===== src/hw/rtl/lpmd_pkg.sv =====
// Package with the shared types, codes and character classes of the message deframer.
package lpmd_pkg;

  typedef enum logic [2:0] {
    PH_BEFORE_CODE   = 3'd0,
    PH_CODE          = 3'd1,
    PH_BEFORE_LENGTH = 3'd2,
    PH_LENGTH        = 3'd3,
    PH_BEFORE_BODY   = 3'd4,
    PH_BODY          = 3'd5
  } phase_t;

  localparam logic [2:0] KIND_NONE   = 3'd0;
  localparam logic [2:0] KIND_CODE   = 3'd1;
  localparam logic [2:0] KIND_LENGTH = 3'd2;
  localparam logic [2:0] KIND_BODY   = 3'd3;
  localparam logic [2:0] KIND_ERROR  = 3'd4;

  localparam logic [2:0] ERR_BAD_CODE_START   = 3'd0;
  localparam logic [2:0] ERR_BAD_CODE_CHAR    = 3'd1;
  localparam logic [2:0] ERR_BAD_LENGTH_START = 3'd2;
  localparam logic [2:0] ERR_BAD_DIGIT        = 3'd3;
  localparam logic [2:0] ERR_CODE_LONG        = 3'd4;
  localparam logic [2:0] ERR_LENGTH_LARGE     = 3'd5;

  localparam logic [7:0] CHAR_UNDERSCORE = 8'h5f;

  typedef struct packed {
    logic        incomplete;
    logic [2:0]  error_cause;
    logic        message_done;
    logic [15:0] body_length;
    logic [7:0]  data_byte;
    logic [2:0]  kind;
  } result_t;

  function automatic logic is_ws(input logic [7:0] c);
    is_ws = (c == 8'h20) || (c >= 8'h09 && c <= 8'h0d);
  endfunction

  function automatic logic is_alpha(input logic [7:0] c);
    is_alpha = (c >= 8'h41 && c <= 8'h5a) || (c >= 8'h61 && c <= 8'h7a);
  endfunction

  function automatic logic is_digit(input logic [7:0] c);
    is_digit = (c >= 8'h30 && c <= 8'h39);
  endfunction

endpackage


===== src/hw/rtl/length_prefixed_message_deframer_core.sv =====
// Top level of the length-prefixed message deframer with its output and skid registers.
//
// The block takes one raw byte per input transaction on the in_ stream channel,
// with in_tlast marking the last byte of a handed-over buffer. For every input
// transaction it gives exactly one output transaction on the out_ channel: out_tuser
// carries the kind (nothing, code character, length, body byte, error), out_tdata
// the byte, the parsed length, the error cause and the incomplete flag, and
// out_tlast is high when the byte completes a message.
// The single configuration register reply_mode is written through cfg_wr_en and
// cfg_wr_data; a write restarts parsing at the new mode's start state.
// One byte is taken every clock while the skid register is empty; the parser state
// is updated in the cycle of acceptance by a single pass of character-class and
// length logic, and the result is registered in the output or skid register.
// When the receiver stalls, the result moves into a one-entry skid register and
// in_tready drops only while that register is full.
// Reset empties both output registers, sets reply_mode to zero and puts the parser
// at the start of a code word.
module length_prefixed_message_deframer_core import lpmd_pkg::*; #(
  parameter int unsigned MAX_CODE_LEN = 32,
  parameter longint unsigned MAX_BODY_LEN = 65535
) (
  input  logic        clk,
  input  logic        rst_n,
  input  logic        cfg_wr_en,
  input  logic        cfg_wr_data,
  input  logic        in_tvalid,
  output logic        in_tready,
  input  logic [7:0]  in_tdata,   // byte_in[7:0]
  input  logic        in_tlast,
  output logic        out_tvalid,
  input  logic        out_tready,
  output logic [31:0] out_tdata,  // data_byte[7:0], body_length[23:8],
                                  // error_cause[26:24], incomplete[27], zero[31:28]
  output logic [2:0]  out_tuser,  // kind[2:0]
  output logic        out_tlast
);

  localparam int unsigned CNT_W = $clog2(MAX_CODE_LEN + 1);
  localparam int unsigned LEN_W = $clog2(MAX_BODY_LEN + 1);

  logic             reply_mode_r;
  phase_t           phase_r;
  phase_t           phase_nxt;
  logic [CNT_W-1:0] code_count_r;
  logic [CNT_W-1:0] code_count_nxt;
  logic [LEN_W-1:0] length_accum_r;
  logic [LEN_W-1:0] length_accum_nxt;
  logic [LEN_W-1:0] body_count_r;
  logic [LEN_W-1:0] body_count_nxt;
  result_t          res;
  result_t          out_r;
  result_t          skid_r;
  logic             out_valid_r;
  logic             skid_valid_r;
  logic             in_acc;
  logic             out_free;

  lpmd_step #(
    .MAX_CODE_LEN(MAX_CODE_LEN),
    .MAX_BODY_LEN(MAX_BODY_LEN),
    .CNT_W(CNT_W),
    .LEN_W(LEN_W)
  ) u_step (
    .reply_mode      (reply_mode_r),
    .phase           (phase_r),
    .code_count      (code_count_r),
    .length_accum    (length_accum_r),
    .body_count      (body_count_r),
    .byte_in         (in_tdata),
    .chunk_last      (in_tlast),
    .phase_nxt       (phase_nxt),
    .code_count_nxt  (code_count_nxt),
    .length_accum_nxt(length_accum_nxt),
    .body_count_nxt  (body_count_nxt),
    .res             (res)
  );

  assign in_tready = !skid_valid_r;
  assign in_acc    = in_tvalid && in_tready;
  assign out_free  = !out_valid_r || out_tready;

  always_ff @(posedge clk) begin
    if (!rst_n) begin
      reply_mode_r   <= 1'b0;
      phase_r        <= PH_BEFORE_CODE;
      code_count_r   <= '0;
      length_accum_r <= '0;
      body_count_r   <= '0;
    end else if (cfg_wr_en) begin
      reply_mode_r   <= cfg_wr_data;
      phase_r        <= cfg_wr_data ? PH_BEFORE_LENGTH : PH_BEFORE_CODE;
      code_count_r   <= '0;
      length_accum_r <= '0;
      body_count_r   <= '0;
    end else if (in_acc) begin
      phase_r        <= phase_nxt;
      code_count_r   <= code_count_nxt;
      length_accum_r <= length_accum_nxt;
      body_count_r   <= body_count_nxt;
    end
  end

  always_ff @(posedge clk) begin
    if (!rst_n) begin
      out_valid_r  <= 1'b0;
      skid_valid_r <= 1'b0;
    end else begin
      if (in_acc) begin
        if (out_free) begin
          out_valid_r <= 1'b1;
          out_r       <= res;
        end else begin
          skid_valid_r <= 1'b1;
          skid_r       <= res;
        end
      end else if (out_tready) begin
        out_valid_r  <= skid_valid_r;
        out_r        <= skid_r;
        skid_valid_r <= 1'b0;
      end
    end
  end

  assign out_tvalid = out_valid_r;
  assign out_tuser  = out_r.kind;
  assign out_tlast  = out_r.message_done;
  assign out_tdata  = {4'b0000, out_r.incomplete, out_r.error_cause,
                       out_r.body_length, out_r.data_byte};

endmodule


===== src/hw/rtl/lpmd_step.sv =====
// Per-byte parser logic: next phase, counters and the result for one input byte.
module lpmd_step import lpmd_pkg::*; #(
  parameter int unsigned MAX_CODE_LEN = 32,
  parameter longint unsigned MAX_BODY_LEN = 65535,
  parameter int unsigned CNT_W = 6,
  parameter int unsigned LEN_W = 16
) (
  input  logic             reply_mode,
  input  phase_t           phase,
  input  logic [CNT_W-1:0] code_count,
  input  logic [LEN_W-1:0] length_accum,
  input  logic [LEN_W-1:0] body_count,
  input  logic [7:0]       byte_in,
  input  logic             chunk_last,
  output phase_t           phase_nxt,
  output logic [CNT_W-1:0] code_count_nxt,
  output logic [LEN_W-1:0] length_accum_nxt,
  output logic [LEN_W-1:0] body_count_nxt,
  output result_t          res
);

  localparam int unsigned EXT_W = LEN_W + 4;

  logic             c_ws;
  logic             c_alpha;
  logic             c_digit;
  logic [EXT_W-1:0] acc_ext;
  logic [EXT_W-1:0] len_next;
  logic             len_over;
  logic [LEN_W:0]   body_inc;
  logic             code_full;
  logic             body_end;
  phase_t           start_phase;

  assign c_ws        = is_ws(byte_in);
  assign c_alpha     = is_alpha(byte_in);
  assign c_digit     = is_digit(byte_in);
  assign acc_ext     = EXT_W'(length_accum);
  assign len_next    = (acc_ext << 3) + (acc_ext << 1) + EXT_W'(byte_in[3:0]);
  assign len_over    = len_next > EXT_W'(MAX_BODY_LEN);
  assign body_inc    = (LEN_W+1)'(body_count) + (LEN_W+1)'(1);
  assign body_end    = body_inc >= (LEN_W+1)'(length_accum);
  assign code_full   = code_count >= CNT_W'(MAX_CODE_LEN);
  assign start_phase = reply_mode ? PH_BEFORE_LENGTH : PH_BEFORE_CODE;

  always_comb begin
    res = '0;
    unique case (phase)
      PH_BEFORE_CODE: begin
        if (c_alpha) begin
          res.kind      = KIND_CODE;
          res.data_byte = byte_in;
        end else if (!c_ws) begin
          res.kind        = KIND_ERROR;
          res.error_cause = ERR_BAD_CODE_START;
        end
      end
      PH_CODE: begin
        if (c_alpha || c_digit || byte_in == CHAR_UNDERSCORE) begin
          if (code_full) begin
            res.kind        = KIND_ERROR;
            res.error_cause = ERR_CODE_LONG;
          end else begin
            res.kind      = KIND_CODE;
            res.data_byte = byte_in;
          end
        end else if (!c_ws) begin
          res.kind        = KIND_ERROR;
          res.error_cause = ERR_BAD_CODE_CHAR;
        end
      end
      PH_BEFORE_LENGTH, PH_LENGTH: begin
        if (c_digit) begin
          if (len_over) begin
            res.kind        = KIND_ERROR;
            res.error_cause = ERR_LENGTH_LARGE;
          end
        end else if (c_ws) begin
          if (phase == PH_LENGTH) begin
            res.kind         = KIND_LENGTH;
            res.body_length  = 16'(length_accum);
            res.message_done = (length_accum == '0);
          end
        end else begin
          res.kind        = KIND_ERROR;
          res.error_cause = (phase == PH_BEFORE_LENGTH) ? ERR_BAD_LENGTH_START
                                                        : ERR_BAD_DIGIT;
        end
      end
      PH_BEFORE_BODY, PH_BODY: begin
        if (!(phase == PH_BEFORE_BODY && c_ws)) begin
          res.kind         = KIND_BODY;
          res.data_byte    = byte_in;
          res.message_done = body_end;
        end
      end
      default: res = '0;
    endcase
    res.incomplete = chunk_last && !res.message_done && (res.kind != KIND_ERROR);
  end

  always_comb begin
    phase_nxt        = phase;
    code_count_nxt   = code_count;
    length_accum_nxt = length_accum;
    body_count_nxt   = body_count;
    unique case (phase)
      PH_BEFORE_CODE: begin
        if (c_alpha) begin
          phase_nxt      = PH_CODE;
          code_count_nxt = CNT_W'(1);
        end
      end
      PH_CODE: begin
        if (c_alpha || c_digit || byte_in == CHAR_UNDERSCORE) begin
          code_count_nxt = code_count + CNT_W'(1);
        end else if (c_ws) begin
          phase_nxt = PH_BEFORE_LENGTH;
        end
      end
      PH_BEFORE_LENGTH, PH_LENGTH: begin
        if (c_digit) begin
          length_accum_nxt = len_next[LEN_W-1:0];
          phase_nxt        = PH_LENGTH;
        end else if (c_ws && phase == PH_LENGTH) begin
          body_count_nxt = '0;
          phase_nxt      = PH_BEFORE_BODY;
        end
      end
      PH_BEFORE_BODY, PH_BODY: begin
        if (!(phase == PH_BEFORE_BODY && c_ws)) begin
          phase_nxt      = PH_BODY;
          body_count_nxt = body_inc[LEN_W-1:0];
        end
      end
      default: phase_nxt = start_phase;
    endcase
    if (res.kind == KIND_ERROR || res.message_done ||
        !(phase == PH_BEFORE_CODE || phase == PH_CODE || phase == PH_BEFORE_LENGTH ||
          phase == PH_LENGTH || phase == PH_BEFORE_BODY || phase == PH_BODY)) begin
      phase_nxt        = start_phase;
      code_count_nxt   = '0;
      length_accum_nxt = '0;
      body_count_nxt   = '0;
    end
  end

endmodule


===== config.mk =====
export PLATFORM = sky130hd
export DESIGN_NAME = length_prefixed_message_deframer_core
export DESIGN_NICKNAME = d
export VERILOG_FILES = /design/src/hw/rtl/lpmd_pkg.sv /design/src/hw/rtl/length_prefixed_message_deframer_core.sv /design/src/hw/rtl/lpmd_step.sv
export SDC_FILE = /design/constraint.sdc
export NUM_CORES = 1
export LEC_CHECK = 0
export BUFFER_PORTS_ARGS = -buffer_cell sky130_fd_sc_hd__buf_2
export CORE_MARGIN = 3
export CORE_UTILIZATION = 50
export DETAILED_ROUTE_END_ITERATION = 10
export HOLD_SLACK_MARGIN = 0.12
export PLACE_DENSITY = 0.69
export SYNTH_ARGS = -nofsm -noshare
export SYNTH_HDL_FRONTEND = slang
export SYNTH_SLANG_ARGS = --single-unit

===== constraint.sdc =====
create_clock -name clk -period 5.4 [get_ports clk]
set_input_delay 1.08 -clock clk [delete_from_list [all_inputs] [get_ports clk]]
set_output_delay 1.08 -clock clk [all_outputs]
set_load 0.01 [all_outputs]

-- Word-level counts from Yosys, hierarchy flattened
Index checks and enable logic that the tools add are counted.
- memory bits (read-only): 0
- bits in writable memories: 0
- word-level logic and storage cells: 162
- memories kept: 0
- bits in latches: 0
- bits of input ports: 15
- register bits: 108
- output and inout bits: 38
- reduce and logical (&&, ||, !) cells: 44
- add/sub/neg operators: 4
- bitwise operators: 2
- mux-type cells: 61
- div/mod/pow operators: 0
- $lt $le $gt $ge: 11
- multipliers: 0
- shift operators: 0
- eq/ne operators: 21
- operator list (kind ; number):
    $mux 16 ; 8
    $mux 32 ; 3
    $mux 3 ; 21
    $mux 17 ; 3
    $pmux 16 s2 ; 1
    $mux 8 ; 3
    $pmux 3 s4 ; 2
    $pmux 8 s3 ; 1
    $add 19x17->20 ; 1
    $add 20x4->20 ; 1
    $gt 20x16->1 const B ; 1
    $mux 6 ; 3
    $add 16x1->17 const B ; 1
    $ge 17x16->1 ; 1
    $ge 8x7->1 const B ; 2
    $le 8x7->1 const B ; 2
    $logic_not 16->1 ; 1
    $logic_or 1x1->1 ; 12
    $pmux 6 s2 ; 1
    $mux 11 ; 1
    $eq 3x3->1 const B ; 3
    $logic_and 1x1->1 ; 9
    $mux 1 ; 9
    $ne 3x3->1 const B ; 3
    other kinds (31) ; 50

-- Depth between registers and ports, before layout
Gate-level depths: netlist of the first run.
- word-level depth: 13
- depth in mapped cells: 18
- mapped depth without buffers: 16

-- Hierarchy
From an unflattened synthesis of the first run, not the netlist that was laid out.
- cell total of the unflattened synthesis: 827
- area, all modules: 7061.8 µm²
- modules (own cells, without submodules) (module ; seq. area each (µm²) ; times used ; area each (µm²) ; cells each):
    length_prefixed_message_deframer_core ; 2802.7 ; 1 ; 3917.5 ; 367
    lpmd_step ; 0.0 ; 1 ; 3144.3 ; 460

-- Least setup slack after synthesis of the first run
OpenSTA, ideal clock, no wires.
- path type: input to register
- from: in in_tdata[3]
- to: reg phase_r[1]
- data arrival time: 4.385 ns
- cell stages on the path: 14
- buffers on the path: 1
- slack: 0.949 ns
- required time: 5.334 ns
- cell sequence: inv_1 -> fa_1 -> inv_1 -> fa_1 -> a211oi_2 -> o211ai_1 -> a21oi_2 -> a21oi_1 -> a311o_1 -> o31a_1 -> buf_4 -> or3_4 -> a221o_1 -> a21oi_2
- word-level cells in the longest chain between the ends: 13
- elaborated cells on any way between the ends: 48
- those cells by class: add/sub (1); order compare (9); eq/ne (8); mux (17); reduce/logical (13)
- RTL lines (element ; line ; source):
    start, declared ; length_prefixed_message_deframer_core.sv:28 ; input logic [7:0] in_tdata,
    parallel branches: the longest is 13 deep, another holds $add 20x4->20 ; -- ;
    end signal, assigned ; length_prefixed_message_deframer_core.sv:91 ; phase_r <= cfg_wr_data ? PH_BEFORE_LENGTH : PH_BEFORE_CODE;
    end signal, assigned ; length_prefixed_message_deframer_core.sv:96 ; phase_r <= phase_nxt;
    end, declared ; length_prefixed_message_deframer_core.sv:42 ; phase_t phase_r;
Parallel ways; which one is timed is not known. The select of a mux whose other input is x is not followed.
A chain may end at the register's enable or synchronous reset.

-- Worst setup path in the final report of the first run
- from: in in_tdata[3]
- to: reg code_count_r[3]
- word-level cells in the longest chain between the ends: 12
- elaborated cells on any way between the ends: 41
- those cells by class: add/sub (1); order compare (9); eq/ne (5); mux (13); reduce/logical (13)
- RTL lines (element ; line ; source):
    parallel branches: the longest is 12 deep, another holds $add 20x4->20 ; -- ;
    end signal, assigned ; length_prefixed_message_deframer_core.sv:97 ; code_count_r <= code_count_nxt;
    end, declared ; length_prefixed_message_deframer_core.sv:44 ; logic [CNT_W-1:0] code_count_r;
Parallel ways; which one is timed is not known.

==> reports/results.ini, run 1 <==
[grt]
grt_pass1_vias = 4786
grtUsageTotal_pct = 20.0
grt_pass1_wl_um = 23700
grt_max_degree = 43
gr-total-overflow = 0
antenna_found_initial = 0

[synthesis]
synth_top_family_by_area = compound AO/OA/AOI/OAI gates
synth_xor_area_share_pct = 2.98
syn-cell-area_sq_um = 6460
synth-simple-area-share_pct = 17.7
yosys.area.top_type_share_pct = 29.8
synthMuxAreaShare_pct = 2.38
syn-instance-count = 642
synth.area.top_cells = edfxtp_1, dfxtp_1, ha_1
synth-compound-area-share_pct = 19.2
ys_seq_area_share_pct = 43.4
synth_seq_cells = 108
yosysWarnings = 0
yosysUniqueCellTypes = 75
synth_top_flop_cell = edfxtp_1
postSynthAreaPerCell_sq_um = 10.1
yosys.area_share.adder_pct = 10.3
yosysTopAreaCell = edfxtp_1
ys_async_sr_fraction_pct = 0
synth_edf_count = 64

[clocking]
cts_setup_buffers = 0
numClockSinks = 108
clk_path_buf_depth = 2
root_buffer = clkbuf_16
cts_buffers = 9
holdBufCountCts = 0
clkTransAtPathRegs_ns = 0.07
h-tree-depth = 3
clock_latency_ns = 0.35
cts_resized = 0
cts_tree = yes

[power]
p_leak_nw = 2.90
p_total_mw = 1.72
max-vdd-ir-drop_mv = 0.137
cellPowerDensity_nw_per_um2 = 241

[sta]
hold_slack_ns = 0.496
slew_headroom_pct = 58.4
fin_skew_ns = 0.0102
rsz0062_at_grt = false
finalSetupTns_ns = 0
period_minus_slack_ns = 4.61
finalWorstSetupSlack_ns = 0.790
slew_violations = 0
finalCritPeriodShare_pct = 85.4
fmax_ghz = 0.217
tightest_slew_ns = 0.623
timing_hold_violations_final = 0
setup_viol = 0

[critical_path]
cp-start-kind = input pin
end_kind = register
crit_fanout = 11
critPathSlowestCell = o31a_1
crit_chain = buf_2, inv_1, fa_1, inv_1, fa_1, a211oi_2, o21a_1, o211ai_1, a41oi_1, xnor2_1, o31a_1, o41ai_4, or4_1, a21oi_1
critPathRequiredTime_ns = 5.68
crit_family = compound AO/OA/AOI/OAI gates
worst-path-stages = 14
rr_startpoint = length_accum_r[0]
r2r_cells = 13
worst-r2r-setup-slack_ns = 1.25
reg2reg_to = code_count_r[3]
cp_data_arrival_time_ns = 4.89
path_buf_inv = 3
worstSetupPathType = input pin to register
crit_path_max_incr_delay_ns = 0.56

[min_path]
min_from = body_count_r[1]
hold_path_class = register to register
hold_depth = 2
hold_end = body_count_r[1]

[cells_and_area]
area_growth_pct = 10.5
layout-drive-gt1-share_pct = 17.0
fin_cells = 856
final_nets = 750
final_cell_area_sq_um = 7140
antennaDiodeCount = 0
utilization_pct = 58.0

[place]
portBuffers = 48
dp_cells = 840
dpl_cell_area_sq_um = 6820
pre_cts_ws_ns = 0.448
dp_hpwl_um = 10300
gp_congestion = 0.878

[die]
core_sq_um = 12300
row_count = 40
start_util_pct = 52.4
chipWidth_um = 120
ioPinCount = 53
fp.dieH_um = 120
dieArea_sq_um = 14300

[routing]
drt_iter0_markers = 506
via_per_inst = 5.83
drc = 0
first_pass_iters = 4
drtAntennaViolNets = 0
routed_wl_um = 13900
wire_per_inst_um = 16.2
vias = 4988

[flow_run]
cap_violations = 0

[status]
run_status = completed

==> kinds of logic (layout without fill, tap and decap cells) <==
kind of cell | Yosys count | count (layout)
buffers and inverters | 56 | 99
AO/OA/AOI/OAI | 172 | 172
AND/OR/NAND/NOR | 217 | 217
XOR/XNOR | 22 | 22
other | 1 | 4
multiplexers | 14 | 14
flip-flops | 108 | 108
adder cells (fa/ha/maj) | 52 | 52
==> cell usage in the layout, fill, tap and decap left out, types with 8 or more instances in the layout <==
| master | instances |
|---|---|
| nand3_1 | 22 |
| a22o_1 | 15 |
| edfxtp_1 | 64 |
| o31ai_1 | 19 |
| o21ai_0 | 35 |
| nand4_1 | 14 |
| nor4_1 | 9 |
| and2_1 | 9 |
| nor2b_1 | 8 |
| inv_1 | 28 |
| ha_1 | 50 |
| a21oi_2 | 10 |
| xnor2_1 | 15 |
| nor2_1 | 41 |
| clkbuf_16 | 9 |
| nand2b_1 | 17 |
| a21o_1 | 15 |
| dfxtp_1 | 44 |
| a21oi_1 | 33 |
| nand2_1 | 61 |
| buf_2 | 48 |
| mux2_2 | 11 |
==> state kept, by name, summed over array words and instances (netlist names) <==
signal	count
skid_r	32
out_tdata	28
body_count_r	16
length_accum_r	16
code_count_r	6
out_tuser	3
phase_r	3
out_tlast	1
out_tvalid	1
reply_mode_r	1
skid_valid_r	1
==> worst reg2reg max path, cell delays in order, from the launching register on <==
cell,delay (ns)
dfxtp_1,0.43
inv_1,0.12
fa_1,0.52
inv_1,0.07
fa_1,0.48
a211oi_2,0.27
o21a_1,0.21
o211ai_1,0.12
a41oi_1,0.28
xnor2_1,0.15
o31a_1,0.56
o41ai_4,0.19
or4_1,0.54
a21oi_1,0.14
==> cells in the mapped netlist (all sizes together) (3+ instances only) <==
cell     n
nor3     6
xor2     7
a211oi   3
a21oi   44
or3      5
dfxtp   44
mux2i    3
and2     9
clkbuf  12
edfxtp  64
mux2    11
a21o    16
a31oi    6
nand3   23
nor4     9
nor2    42
o21ai   38
nand2   62
or4      5
o211ai   5
buf     16
xnor2   15
nand2b  17
or2      6
a211o    3
nand4   14
inv     28
nor2b    9
o31ai   20
ha      50
o21a     5
a22o    15
==> layout make-up <==
class / instances / area, sq um
Sequential cell: 108 / 2800
Inverter: 28 / 105
Timing Repair Buffer: 55 / 293
Clock buffer: 9 / 225
Fill cell: 1059 / 5180
Multi-Input combinational cell: 481 / 3410
Tap cell: 168 / 210
Clock inverter: 7 / 91.3
==> worst max-delay path by stage <==
stage / from / endpoint
after floorplan: in_tdata[3] / phase_r[1]
after global placement: in_tdata[3] / code_count_r[3]
after detailed placement: in_tdata[3] / code_count_r[3]
after CTS: in_tdata[3] / code_count_r[3]
after global routing: in_tdata[3] / code_count_r[3]
final: in_tdata[3] / code_count_r[3]
==> report_power, final <==
| group | total, mW | switching, mW | internal, mW |
|---|---|---|---|
| Combinational | 0.136 | 0.0865 | 0.0499 |
| Sequential | 0.901 | 0.00831 | 0.893 |
| Clock | 0.684 | 0.313 | 0.371 |
| Total | 1.72 | 0.408 | 1.31 |
==> routing by layer <==
| layer | vias to the layer above | routed length, um | GRT usage (%) | part of all wire [%] |
|---|---|---|---|---|
| met5 | - | 0 | 0 | 0 |
| met3 | 22 | 676 | 2.12 | 4.9 |
| li1 | 2471 | - | - | - |
| met2 | 141 | 6240 | 30.3 | 45 |
| met1 | 2354 | 6650 | 29.4 | 48 |
| met4 | 0 | 319 | 8.16 | 2.3 |
No activity file was read; power rests on OpenSTA's default activity.
==> run 2, diff against run 1 <==
- CORE_MARGIN: 3 -> 2
- PLACE_DENSITY: 0.69 -> 0.68
- SYNTH_HIERARCHICAL: default -> 1
==> run 2 against run 1 <==
Synthesized cell count up 29%. Clock-buffer cell count unchanged. Via count up 20%. Highest routed layer unchanged. Die area up 5.4%. Fmax up 5.5%. Sequential cell count unchanged. Non-clock buffer count unchanged. Clock power down 1%.
==> reports/results.ini, run 2 <==
[status]
run_status = completed

[synthesis]
ys_top_cells_by_count = nand2_1, a21oi_1, edfxtp_1, ha_1, nor2_1
postSynthAreaPerCell_sq_um = 8.54
synth-compound-area-share_pct = 14.7
syn-instance-count = 827
synth-simple-area-share_pct = 26.0
synth_edf_count = 64
yosys.area.top_type_share_pct = 27.2
yosys.area_share.adder_pct = 9.43
yosysMostFrequentCell = nand2_1
synth_top_flop_cell = edfxtp_1
yosysUniqueCellTypes = 69
synth_seq_cells = 108
synth_xor_area_share_pct = 4.34
synth.area.top_cells = edfxtp_1, dfxtp_1, nand2_1
ys_async_sr_fraction_pct = 0
synthMuxAreaShare_pct = 1.15
yosysTopAreaCell = edfxtp_1
synth_top_family_by_area = simple AND/OR/NAND/NOR gates
ys_seq_area_share_pct = 39.7
syn-cell-area_sq_um = 7060
yosysWarnings = 6

[clocking]
clock_latency_ns = 0.37
cts_setup_buffers = 0
holdBufCountCts = 0
cts_resized = 0
h-tree-depth = 3
clk_path_buf_depth = 2
numClockSinks = 108
root_buffer = clkbuf_16
clkTransAtPathRegs_ns = 0.09
cts_tree = yes
cts_buffers = 9

[sta]
tightest_slew_ns = 0.866
finalSetupTns_ns = 0
rsz0062_at_grt = false
slew_headroom_pct = 42.3
slew_violations = 0
setup_viol = 0
fin_skew_ns = 0.0202
fmax_ghz = 0.229
timing_hold_violations_final = 0
period_minus_slack_ns = 4.37
finalCritPeriodShare_pct = 80.9

[cells_and_area]
fillers = 1284
final_nets = 920
area_growth_pct = 8.89
layout_common_cells = nand2_1, a21oi_1, edfxtp_1
layout-drive-gt1-share_pct = 11.2
antennaDiodeCount = 0
largest_reg_flops = 32
layout_commonest_cell = nand2_1
final_cell_area_sq_um = 7690
top_register = skid_r

[critical_path]
critPathSlowestCell = or3_1
crit_path_max_incr_delay_ns = 0.48
worstSetupPathType = register to register
cpMostUsedCell = nand3_1
cp-start-kind = register
cp_data_arrival_time_ns = 4.63
critPathRequiredTime_ns = 5.66
crit_chain = ha_1, nand3_1, or3_1, nor2_1, and3_1, nand3_1, xnor2_1, ha_1, a21o_1, a21oi_1, o31a_1, a21oi_1, a22oi_2, nand2_1, buf_4, o21ai_1, nand3_1, nand2_1, a31oi_1
end_kind = register
crit_fanout = 29

[power]
power.switching_mw = 0.454
p_leak_nw = 3.00
p_seq_share_pct = 52.5
cellPowerDensity_nw_per_um2 = 224
clockPowerShare_pct = 39.4
max-vdd-ir-drop_mv = 0.135
p_int_mw = 1.27
switching_share_pct = 26.4
p_comb_share_pct = 8.1

[routing]
vias = 5980
wire_per_inst_um = 16.4
drtAntennaViolNets = 0
drt_iter0_markers = 508
drc = 0
first_pass_iters = 5
routed_wl_um = 17000
via_per_inst = 5.76

[grt]
gr-total-overflow = 0
grt_pass1_vias = 5624
grt_pass1_wl_um = 27900
antenna_found_initial = 0
grt_max_degree = 76
grtUsageTotal_pct = 23.3

[flow_run]
cap_violations = 0

[place]
portBuffers = 48
dp_hpwl_um = 11600
dpl_cell_area_sq_um = 7390
gp_congestion = 0.872

[die]
core_sq_um = 13800
chipWidth_um = 123
dieArea_sq_um = 15100
start_util_pct = 51.1
ioPinCount = 53
row_count = 43
fp.dieH_um = 123

[min_path]
hold_path_class = register to register

run 2: cell count changes in the layout (fill, tap and decap cells not counted), moves of 15 or more:
| cell | delta |
|---|---|
| o21ai_0 | -20 |
| a21oi_1 | +43 |
| a22o_1 | -15 |
| nor3_1 | +20 |
| o31ai_1 | -18 |
| nand2_1 | +152 |
| and2_1 | +21 |
run 2: area by class of cell:
| type | instances | area [sq um] | area share (%) |
|---|---|---|---|
| Multi-Input combinational cell | 652 | 3960 | 51.4 |
| Sequential cell | 108 | 2800 | 36.4 |
| Timing Repair Buffer | 55 | 305 | 3.97 |
| Clock buffer | 9 | 225 | 2.93 |
| Tap cell | 180 | 225 | 2.93 |
| Inverter | 27 | 101 | 1.32 |
| Clock inverter | 7 | 75.1 | 0.976 |
run 2: cell families after synthesis:
family / after synthesis
AO/OA/AOI/OAI: 162
XOR/XNOR: 35
adder cells (fa/ha/maj): 52
buffers and inverters: 70
flip-flops: 108
multiplexers: 8
other: 1
AND/OR/NAND/NOR: 391
run 2: worst paths after layout:
kind | startpoint | end | slack [ns] | cells after the start
setup reg to reg | body_count_r[0] | phase_r[1] | 1.03 | 19
setup / recovery | body_count_r[0] | phase_r[1] | 1.03 | 19
hold reg to reg | body_count_r[1] | body_count_r[1] | 0.50 | 2
hold / removal | body_count_r[1] | body_count_r[1] | 0.50 | 2
run 2: layer usage:
| metal | part of all wire (%) | track usage, % | vias to the layer above |
|---|---|---|---|
| li1 | - | - | 2940 |
| met4 | 0.98 | 5.89 | 0 |
| met2 | 46 | 36.7 | 159 |
| met1 | 48 | 33.2 | 2871 |
| met3 | 5.3 | 3.72 | 10 |
| met5 | 0 | 0 | - |
run 2: critical path, delay by kind of cell (launching register included):
family | cells | cell delay, ns
and+or+nand+nor | 8 | 1.51
AOI/OAI and AO/OA | 7 | 1.30
adders and majority gates | 2 | 0.52
DFF | 1 | 0.43
buffers and inverters | 1 | 0.29
xor gates and xnor gates | 1 | 0.21
run 2: power by group through the flow:
stage	Sequential (mW)	Clock (mW)	Combinational [mW]
after floorplan	0.930	0	0.0879
after global placement	0.921	0	0.135
after detailed placement	0.922	0	0.139
after CTS	0.903	0.689	0.139
after global routing	0.906	0.725	0.154
final	0.903	0.677	0.139
run 2: through the flow:
| step | hold slack, ns | cells | power [mW] | setup WS, ns | utilization (%) |
|---|---|---|---|---|---|
| 6_report | 0.501 | 1038 | 1.72 | 1.03 | 55.6 |
| 5_1_grt | 0.537 | 1038 | 1.79 | 0.620 | 55.6 |
| 2_1_floorplan | 0.435 | 830 | 1.02 | 1.46 | - |
| 3_3_place_gp | 0.472 | 1022 | 1.06 | 0.849 | 53.4 |
| 4_1_cts | 0.504 | 1038 | 1.73 | 1.09 | 55.6 |
| 3_5_place_dp | 0.481 | 1022 | 1.06 | 0.729 | 53.4 |
